## src/rtl/core/frac_pkg.sv

```systemverilog
// Shared types and constants for the fraction arithmetic unit.
package frac_pkg;

    localparam int NUM_W = 33;
    localparam int DEN_W = 31;

    typedef enum logic [2:0] {
        OP_ADD = 3'd0,
        OP_SUB = 3'd1,
        OP_MUL = 3'd2,
        OP_DIV = 3'd3,
        OP_CMP = 3'd4
    } op_t;

    localparam logic [1:0] ORD_LESS  = 2'd0;
    localparam logic [1:0] ORD_EQUAL = 2'd1;
    localparam logic [1:0] ORD_GREAT = 2'd2;

    typedef enum logic [3:0] {
        ST_IDLE,
        ST_MUL1,
        ST_MUL2,
        ST_COMB,
        ST_GCD,
        ST_DIVN,
        ST_DIVD,
        ST_DONE
    } state_t;

    // Start and finish of one restoring division run.
    typedef struct packed {
        logic start;
        logic busy;
        logic done;
    } div_ctl_t;

endpackage

```

## src/rtl/core/fraction_arithmetic_unit.sv

```systemverilog
// Fraction arithmetic unit top level: sequencer, multiplier and shared divider.
//
// One item at a time. After an item is accepted, the block forms the products in
// the states MUL1, MUL2 and COMB with one shared multiplier. An arithmetic item is
// then reduced by the Euclidean GCD. Each remainder step is one run of a shared
// restoring divider. After the GCD, the block divides numerator and denominator by
// it with two more runs. A compare skips the GCD and the divider runs, and an error
// item goes straight to the output register. The result sits in an output register
// until it is taken, and in_stall stays high until then.
module fraction_arithmetic_unit #(
    parameter int OPERAND_WIDTH = 16
) (
    input  logic        clk,
    input  logic        rst_n,
    input  logic        in_valid,
    output logic        in_stall,
    input  logic [2:0]  operation,
    input  logic signed [15:0] a_num,
    input  logic signed [15:0] a_den,
    input  logic signed [15:0] b_num,
    input  logic signed [15:0] b_den,
    output logic        out_valid,
    input  logic        out_stall,
    output logic signed [32:0] result_num,
    output logic [30:0] result_den,
    output logic [1:0]  order,
    output logic        status
);

    localparam int OW = OPERAND_WIDTH;
    localparam int PW = 2 * OW;       // product magnitude width
    localparam int SW = PW + 1;       // sum magnitude width
    localparam int DW = SW + 1;       // divider width

    frac_pkg::state_t state_reg, state_next;

    logic [OW-1:0] an_m_reg, ad_m_reg, bn_m_reg, bd_m_reg;
    logic          an_s_reg, ad_s_reg, bn_s_reg, bd_s_reg;
    logic [2:0]    op_reg;
    logic [PW-1:0] p1_reg, p2_reg;   // an*bd (an*bn for MUL), bn*ad
    logic [SW-1:0] n_reg, d_reg;
    logic          neg_reg;
    logic [DW-1:0] gx_reg, gy_reg;
    logic signed [32:0] rnum_reg;
    logic [30:0]   rden_reg;
    logic [1:0]    ord_reg;
    logic          stat_reg;
    logic          ov_reg;

    logic [OW-1:0] mul_a, mul_b;
    logic [PW-1:0] mul_p;

    logic          div_start;
    logic [DW-1:0] div_x, div_y, div_q, div_r;
    frac_pkg::div_ctl_t div_ctl;

    logic in_acc, out_acc;
    logic signed [OW-1:0] an_i, ad_i, bn_i, bd_i;
    logic err_i;

    assign an_i = OW'($unsigned(a_num));
    assign ad_i = OW'($unsigned(a_den));
    assign bn_i = OW'($unsigned(b_num));
    assign bd_i = OW'($unsigned(b_den));
    assign err_i = (operation > 3'(frac_pkg::OP_CMP)) || (ad_i == '0) || (bd_i == '0)
                   || (operation == 3'(frac_pkg::OP_DIV) && bn_i == '0);

    assign in_stall = (state_reg != frac_pkg::ST_IDLE) || ov_reg;
    assign in_acc   = in_valid && !in_stall;
    assign out_acc  = ov_reg && !out_stall;

    // Shared multiplier on magnitudes.
    assign mul_p = PW'(mul_a) * PW'(mul_b);

    // Signed sum/difference and compare helpers for the combine step.
    logic          s1, s2, s3, sb;
    logic          c1, c2;
    logic [SW-1:0] sum_m;
    logic          sum_s;
    logic          lt, eq;

    always_comb
    begin
        s1 = (an_s_reg ^ bd_s_reg) && (p1_reg != '0);
        s2 = (bn_s_reg ^ ad_s_reg) && (p2_reg != '0);
        s3 = ad_s_reg ^ bd_s_reg;
        sb = (op_reg == 3'(frac_pkg::OP_SUB)) ? !s2 && (p2_reg != '0) : s2;
        if (s1 == sb)
        begin
            sum_m = SW'(p1_reg) + SW'(p2_reg);
            sum_s = s1;
        end
        else if (p1_reg >= p2_reg)
        begin
            sum_m = SW'(p1_reg - p2_reg);
            sum_s = s1;
        end
        else
        begin
            sum_m = SW'(p2_reg - p1_reg);
            sum_s = sb;
        end
        // compare: sign of a is an^ad, sign of b is bn^bd after normalizing
        c1 = (an_s_reg ^ ad_s_reg) && (p1_reg != '0);
        c2 = (bn_s_reg ^ bd_s_reg) && (p2_reg != '0);
        if (c1 != c2)
        begin
            lt = c1;
            eq = 1'b0;
        end
        else
        begin
            eq = (p1_reg == p2_reg);
            lt = c1 ? (p1_reg > p2_reg) : (p1_reg < p2_reg);
        end
    end

    always_comb
    begin
        mul_a = an_m_reg;
        mul_b = bd_m_reg;
        case (state_reg)
            frac_pkg::ST_MUL1:
            begin
                mul_a = an_m_reg;
                mul_b = (op_reg == 3'(frac_pkg::OP_MUL)) ? bn_m_reg : bd_m_reg;
            end
            frac_pkg::ST_MUL2:
            begin
                mul_a = bn_m_reg;
                mul_b = ad_m_reg;
            end
            frac_pkg::ST_COMB:
            begin
                mul_a = ad_m_reg;
                mul_b = (op_reg == 3'(frac_pkg::OP_DIV)) ? bn_m_reg : bd_m_reg;
            end
            default:
            begin
                mul_a = an_m_reg;
                mul_b = bd_m_reg;
            end
        endcase
    end

    // Next state.
    always_comb
    begin
        state_next = state_reg;
        case (state_reg)
            frac_pkg::ST_IDLE:
                if (in_acc && !err_i)
                    state_next = frac_pkg::ST_MUL1;
            frac_pkg::ST_MUL1:
                state_next = frac_pkg::ST_MUL2;
            frac_pkg::ST_MUL2:
                state_next = frac_pkg::ST_COMB;
            frac_pkg::ST_COMB:
                state_next = (op_reg == 3'(frac_pkg::OP_CMP)) ? frac_pkg::ST_DONE
                                                            : frac_pkg::ST_GCD;
            frac_pkg::ST_GCD:
                if (!div_ctl.busy && !div_start && gy_reg == '0)
                    state_next = frac_pkg::ST_DIVN;
            frac_pkg::ST_DIVN:
                if (div_ctl.done)
                    state_next = frac_pkg::ST_DIVD;
            frac_pkg::ST_DIVD:
                if (div_ctl.done)
                    state_next = frac_pkg::ST_DONE;
            frac_pkg::ST_DONE:
                state_next = frac_pkg::ST_IDLE;
            default:
                state_next = frac_pkg::ST_IDLE;
        endcase
    end

    // Divider launch: one run per GCD step, then the two reductions.
    logic gcd_go_reg;
    always_comb
    begin
        div_start = 1'b0;
        div_x     = gx_reg;
        div_y     = gy_reg;
        case (state_reg)
            frac_pkg::ST_GCD:
                div_start = gcd_go_reg && (gy_reg != '0);
            frac_pkg::ST_DIVN:
            begin
                div_start = gcd_go_reg;
                div_x     = DW'(n_reg);
                div_y     = gx_reg;
            end
            frac_pkg::ST_DIVD:
            begin
                div_start = gcd_go_reg;
                div_x     = DW'(d_reg);
                div_y     = gx_reg;
            end
            default:
                div_start = 1'b0;
        endcase
    end

    frac_divider #(.W(DW)) u_div (
        .clk       (clk),
        .rst_n     (rst_n),
        .start     (div_start),
        .dividend  (div_x),
        .divisor   (div_y),
        .ctl       (div_ctl),
        .quotient  (div_q),
        .remainder (div_r)
    );

    always_ff @(posedge clk or negedge rst_n)
    begin
        if (!rst_n)
        begin
            state_reg  <= frac_pkg::ST_IDLE;
            ov_reg     <= 1'b0;
            gcd_go_reg <= 1'b0;
        end
        else
        begin
            state_reg <= state_next;
            if (out_acc)
                ov_reg <= 1'b0;
            if ((in_acc && err_i) || state_reg == frac_pkg::ST_DONE)
                ov_reg <= 1'b1;
            // arm a divider run on entry to a state and after each GCD step
            gcd_go_reg <= (state_next != state_reg) || (state_reg == frac_pkg::ST_GCD
                          && div_ctl.done);
        end
    end

    always_ff @(posedge clk)
    begin
        if (in_acc)
        begin
            op_reg   <= operation;
            an_s_reg <= an_i[OW-1];
            ad_s_reg <= ad_i[OW-1];
            bn_s_reg <= bn_i[OW-1];
            bd_s_reg <= bd_i[OW-1];
            an_m_reg <= an_i[OW-1] ? OW'(-an_i) : an_i;
            ad_m_reg <= ad_i[OW-1] ? OW'(-ad_i) : ad_i;
            bn_m_reg <= bn_i[OW-1] ? OW'(-bn_i) : bn_i;
            bd_m_reg <= bd_i[OW-1] ? OW'(-bd_i) : bd_i;
            if (err_i)
            begin
                rnum_reg <= '0;
                rden_reg <= '0;
                ord_reg  <= frac_pkg::ORD_LESS;
                stat_reg <= 1'b1;
            end
        end
        case (state_reg)
            frac_pkg::ST_MUL1:
                p1_reg <= mul_p;
            frac_pkg::ST_MUL2:
                p2_reg <= mul_p;
            frac_pkg::ST_COMB:
            begin
                stat_reg <= 1'b0;
                if (op_reg == 3'(frac_pkg::OP_CMP))
                begin
                    rnum_reg <= '0;
                    rden_reg <= '0;
                    ord_reg  <= eq ? frac_pkg::ORD_EQUAL
                              : (lt ? frac_pkg::ORD_LESS : frac_pkg::ORD_GREAT);
                end
                else
                begin
                    ord_reg <= frac_pkg::ORD_LESS;
                    if (op_reg == 3'(frac_pkg::OP_ADD) || op_reg == 3'(frac_pkg::OP_SUB))
                    begin
                        n_reg   <= sum_m;
                        neg_reg <= (sum_s != s3) && (sum_m != '0);
                        gx_reg  <= DW'(sum_m);
                    end
                    else
                    begin
                        n_reg   <= SW'(p1_reg);
                        neg_reg <= (op_reg == 3'(frac_pkg::OP_MUL))
                                   ? ((an_s_reg ^ bn_s_reg ^ s3) && p1_reg != '0)
                                   : ((an_s_reg ^ bd_s_reg ^ ad_s_reg ^ bn_s_reg)
                                      && p1_reg != '0);
                        gx_reg  <= DW'(p1_reg);
                    end
                    d_reg  <= SW'(mul_p);
                    gy_reg <= DW'(mul_p);
                end
            end
            frac_pkg::ST_GCD:
                if (div_ctl.done)
                begin
                    gx_reg <= gy_reg;
                    gy_reg <= div_r;
                end
            frac_pkg::ST_DIVN:
                if (div_ctl.done)
                    n_reg <= SW'(div_q);
            frac_pkg::ST_DIVD:
                if (div_ctl.done)
                begin
                    rden_reg <= 31'(div_q);
                    rnum_reg <= neg_reg ? 33'(-{1'b0, n_reg}) : 33'({1'b0, n_reg});
                end
            default:
                ;
        endcase
    end

    assign out_valid  = ov_reg;
    assign result_num = rnum_reg;
    assign result_den = rden_reg;
    assign order      = ord_reg;
    assign status     = stat_reg;

endmodule

```

## src/rtl/core/frac_divider.sv

```systemverilog
// Restoring divider: one quotient bit per cycle, quotient and remainder.
module frac_divider #(
    parameter int W = 64
) (
    input  logic         clk,
    input  logic         rst_n,
    input  logic         start,
    input  logic [W-1:0] dividend,
    input  logic [W-1:0] divisor,
    output frac_pkg::div_ctl_t ctl,
    output logic [W-1:0] quotient,
    output logic [W-1:0] remainder
);

    localparam int CW = $clog2(W + 1);

    logic [W-1:0]  q_reg, q_next;
    logic [W-1:0]  r_reg, r_next;
    logic [W-1:0]  d_reg, d_next;
    logic [CW-1:0] cnt_reg, cnt_next;
    logic          busy_reg, busy_next;
    logic          done_reg, done_next;
    logic [W:0]    trial;
    logic [W:0]    shifted;

    always_comb
    begin
        shifted   = {r_reg, q_reg[W-1]};
        trial     = shifted - {1'b0, d_reg};
        q_next    = q_reg;
        r_next    = r_reg;
        d_next    = d_reg;
        cnt_next  = cnt_reg;
        busy_next = busy_reg;
        done_next = 1'b0;
        if (start)
        begin
            q_next    = dividend;
            r_next    = '0;
            d_next    = divisor;
            cnt_next  = CW'(W);
            busy_next = 1'b1;
        end
        else if (busy_reg)
        begin
            if (trial[W])
            begin
                r_next = shifted[W-1:0];
                q_next = {q_reg[W-2:0], 1'b0};
            end
            else
            begin
                r_next = trial[W-1:0];
                q_next = {q_reg[W-2:0], 1'b1};
            end
            cnt_next = cnt_reg - 1'b1;
            if (cnt_reg == CW'(1))
            begin
                busy_next = 1'b0;
                done_next = 1'b1;
            end
        end
    end

    always_ff @(posedge clk or negedge rst_n)
    begin
        if (!rst_n)
        begin
            busy_reg <= 1'b0;
            done_reg <= 1'b0;
            cnt_reg  <= '0;
        end
        else
        begin
            busy_reg <= busy_next;
            done_reg <= done_next;
            cnt_reg  <= cnt_next;
        end
    end

    always_ff @(posedge clk)
    begin
        q_reg <= q_next;
        r_reg <= r_next;
        d_reg <= d_next;
    end

    assign ctl.start = start;
    assign ctl.busy  = busy_reg;
    assign ctl.done  = done_reg;
    assign quotient  = q_reg;
    assign remainder = r_reg;

endmodule

```

## config.mk

```make
export PLATFORM = sky130hd
export DESIGN_NAME = fraction_arithmetic_unit
export DESIGN_NICKNAME = d
export VERILOG_FILES = /design/src/rtl/core/frac_pkg.sv /design/src/rtl/core/fraction_arithmetic_unit.sv /design/src/rtl/core/frac_divider.sv
export SDC_FILE = /design/constraint.sdc
export NUM_CORES = 2
export LEC_CHECK = 0
export ABC_AREA = 1
export BUFFER_PORTS_ARGS = -buffer_cell sky130_fd_sc_hd__buf_2
export CORE_ASPECT_RATIO = 1.75
export CORE_UTILIZATION = 40
export CTS_BUF_LIST = sky130_fd_sc_hd__clkbuf_8
export DETAILED_ROUTE_END_ITERATION = 10
export GPL_TIMING_DRIVEN = 0
export PLACE_DENSITY = 0.61
export SLEW_MARGIN = 20
export SYNTH_ARGS = -nofsm -noshare
export SYNTH_HDL_FRONTEND = slang
export SYNTH_SLANG_ARGS = --single-unit
```

## constraint.sdc

```tcl
create_clock -name clk -period 7.05 [get_ports clk]
set_input_delay 1.41 -clock clk [delete_from_list [all_inputs] [get_ports clk]]
set_output_delay 1.41 -clock clk [all_outputs]
set_load 0.05 [all_outputs]
```

==> flow_summary_export.csv <==
group,metric,value,unit
outcome,outcome,"finished, violations left",
outcome,violations_in_the_final_reports,"setup timing",
timing,setup_tns,-298.2,ps
timing,rsz0062_at_grt,"true",
worst_setup_path,critical_path_depth,30,
worst_setup_path,path_buf_inv,10,
cts,cts_inserted_buffers,76,
timing,timing.final.setup_violations,9,
die,rows,149,
worst_setup_path,cp_top_family,"adder cells",
synth,synth_edf_count,339,
worst_setup_path,worst-endpoint-arrival,7680,ps
global_route,grt_pass1_vias,36230,
min_path,hp-start,"result_den[7]",
synth,synthesis.instances,5006,
worst_setup_path,crit-reg2reg-launch,"state_reg[0]",
place,dpl-instance-area,40830,um^2
global_route,grt_use_total,33.94,%
synth,syn_area,38280,um^2
synth,synth_async_sr_flop_share,3.097,%
timing,finalHoldViolations,0,
cts,cts_tree,"built",
worst_setup_path,setup.worst_path.class,"flip-flop to flip-flop",
global_route,grt-ovfl-total,0,
route,detailed_router_s_first_iteration_violation_count,2799,
timing,holdWs,439.9,ps
job,drv_cap,0,
global_route,pin_count_of_the_biggest_net_entering_global_routing,66,
place,io_buffer_count,139,
worst_setup_path,critPathCapture,"gy_reg[22]",
cts,number_of_buffers_between_clock_root_and_the_deepest_sink,3,
worst_setup_path,critical_path.endpoint_type,"flip-flop",
synth,synthDominantCellAreaShare,26.59,%
timing,tightest_slew,1362,ps
die,core-area,94520,um^2
cts,clock_sinks,452,
min_path,holdCritPathClass,"flip-flop to flip-flop",
worst_setup_path,critical_path.max_fanout,5,
route,drtPass1Iterations,6,
route,detailroute.via_count,35870,
route,finalWirelength,165.9,mm
layout,final_area,45120,um^2
synth,yosys.area.top_type,"sky130_fd_sc_hd__edfxtp_1",
route,wl_per_cell,25.03,um
synth,yosys_warnings,0,
cts,cts_root_buffer,"sky130_fd_sc_hd__clkbuf_8",
global_route,grt_first_pass_wirelength,236.3,mm
synth,primary_ff_master_synth,"sky130_fd_sc_hd__edfxtp_1",
die,dieArea,97000,um^2
timing,post-route-period-util,101.3,%
timing,timing.final.ws_setup,-93.87,ps
worst_setup_path,startpoint,"state_reg[0]",
layout,final_cell_mix,"sky130_fd_sc_hd__nand2_1 (1289), sky130_fd_sc_hd__inv_1 (800), sky130_fd_sc_hd__nor2_1 (458)",
cts,deepest_level_of_the_cts_h_tree,3,
synth,biggest_area_contributors_in_the_synthesized_netlist,"sky130_fd_sc_hd__edfxtp_1 (27%), sky130_fd_sc_hd__nand2_1 (13%), sky130_fd_sc_hd__fa_1 (10%)",
layout,layout_commonest_cell,"sky130_fd_sc_hd__nand2_1",
die,fp.dieW,235.9,um
global_route,grt_antenna_before_repair,5,
worst_setup_path,worst_r2r_path_depth,30,
place,gpl_congestion,1.045,
die,start_util,40.50,%
synth,postSynthAreaPerCell,7.647,um^2
cts,worst_setup_hold_path_clk_slew,60,ps
timing,worst_clock_skew,69.61,ps
worst_setup_path,critical_path.slowest_cell,"sky130_fd_sc_hd__fa_1",
layout,drive_gt1_share,14.16,%
synth,syn-num-nets,5516,
worst_setup_path,critical_path.max_stage_delay,540,ps
timing,max-slew-margin-rel,8.548,%
synth,ys_seq_area_share,32.68,%
timing,number_of_slew_limit_violations_in_the_final_report,0,
place,post-dp-hpwl,135.8,mm
timing,fmax,140.0,MHz
layout,syn_to_final_growth,17.85,%
route,antenna_left,0,
worst_setup_path,critPathLaunchType,"flip-flop",
synth,postSynthRegisterBits,452,
cts,clkLatencyLatePin,710,ps
worst_setup_path,timing.critical_path.required,7590,ps
route,vias_per_cell,5.411,
worst_setup_path,rr_endpoint,"gy_reg[22]",
layout,nNetsFinal,5864,
synth,post_synth_cell_types,65,
die,floorplan.io_pins,140,
timing,fin_crit,7144,ps
worst_setup_path,rrSetupSlack,-90,ps
route,drcViolationCount,0,
die,floorplan.die.height,411.3,um
==> kinds of logic (layout without fill, tap and decap cells) <==
logic type               Yosys count  count (layout)  share of synthesized area (%)
flip-flops                       452             452                          32.68
other                              1               4                       0.009795
buffers and inverters           1002            1414                          10.24
AND/OR/NAND/NOR                 2160            2160                          23.08
AO/OA/AOI/OAI                    786             786                          11.93
XOR/XNOR                         163             163                          3.749
adder cells (fa/ha/maj)          439             439                          18.23
multiplexers                       3               3                        0.07844
==> Yosys cell counts (6+ instances only) <==
master	count
sky130_fd_sc_hd__nor2_2	14
sky130_fd_sc_hd__a221oi_2	7
sky130_fd_sc_hd__o22ai_1	24
sky130_fd_sc_hd__buf_2	31
sky130_fd_sc_hd__o21bai_1	16
sky130_fd_sc_hd__inv_2	13
sky130_fd_sc_hd__nor2_1	470
sky130_fd_sc_hd__clkinv_1	6
sky130_fd_sc_hd__clkbuf_1	101
sky130_fd_sc_hd__fa_1	198
sky130_fd_sc_hd__nand2_2	25
sky130_fd_sc_hd__dfxtp_1	99
sky130_fd_sc_hd__buf_4	18
sky130_fd_sc_hd__o2111ai_1	12
sky130_fd_sc_hd__nand3_1	181
sky130_fd_sc_hd__nor4_1	19
sky130_fd_sc_hd__inv_1	822
sky130_fd_sc_hd__o21ai_1	38
sky130_fd_sc_hd__a41oi_1	7
sky130_fd_sc_hd__xor2_1	111
sky130_fd_sc_hd__o211ai_1	34
sky130_fd_sc_hd__a31oi_1	10
sky130_fd_sc_hd__dfrtp_1	14
sky130_fd_sc_hd__a21o_1	8
sky130_fd_sc_hd__o21a_1	11
sky130_fd_sc_hd__edfxtp_1	339
sky130_fd_sc_hd__buf_6	7
sky130_fd_sc_hd__a221oi_1	35
sky130_fd_sc_hd__ha_1	241
sky130_fd_sc_hd__o31ai_1	10
sky130_fd_sc_hd__or2_2	12
sky130_fd_sc_hd__nor3_1	36
sky130_fd_sc_hd__xnor2_1	51
sky130_fd_sc_hd__a21oi_1	233
sky130_fd_sc_hd__nand2_1	1325
sky130_fd_sc_hd__nand4_1	47
sky130_fd_sc_hd__o21ai_0	308
==> stage by stage <==
| step | cells | worst slack [ps] | util [%] |
|---|---|---|---|
| 6_report | 6629 | -93.87 | 47.73 |
| 5_1_grt | 6628 | -295.4 | 47.73 |
| 4_1_cts | 6588 | -84.86 | 46.92 |
| 3_5_place_dp | 6365 | -2469 | 43.19 |
| 3_3_place_gp | 6353 | -2463 | 42.87 |
| 2_1_floorplan | 5006 | 43.61 | - |
==> metal layers <==
| layer | GRT usage [%] | part of all wire (%) |
|---|---|---|
| met1 | 32.83 | 33 |
| met3 | 4.020 | 5.0 |
| met4 | 30.85 | 11 |
| met2 | 62.82 | 51 |
| met5 | 0 | 0 |
==> cell type report <==
type / instances / area (um^2)
Tap cell: 1208 / 1511
Sequential cell: 452 / 12510
Antenna cell: 3 / 7.507
Timing Repair Buffer: 270 / 1961
Multi-Input combinational cell: 3552 / 23250
Clock buffer: 85 / 1170
Buffer: 160 / 1065
Inverter: 841 / 3194
Clock inverter: 57 / 436.7
Fill cell: 9498 / 49400
Timing Repair inverter: 1 / 5.005
==> worst min-delay path by stage <==
stage	slack (ps)	depth (start not counted)	endpoint
floorplan	470	2	u_div.remainder[27]
global placement	430	2	result_den[3]
detailed placement	430	2	result_den[7]
CTS	440	2	result_den[7]
global route	460	2	result_den[17]
finish	440	2	result_den[7]
==> timing repair <==
item	4_1_cts	5_1_grt
gates resized for setup	285	119
setup endpoints to repair	100	81
buffers inserted	78	38
hold buffers	0	0
gates cloned	5	1
pin swaps	55	52
==> worst min-delay path, cell delays in order (launching register included) <==
cell	delay [ps]
sky130_fd_sc_hd__dfxtp_1	320
sky130_fd_sc_hd__nand2_1	50
sky130_fd_sc_hd__nand2_1	40
Power is not shown: default switching activity piles up to over one toggle a cycle in this logic, so the estimate is an artifact.
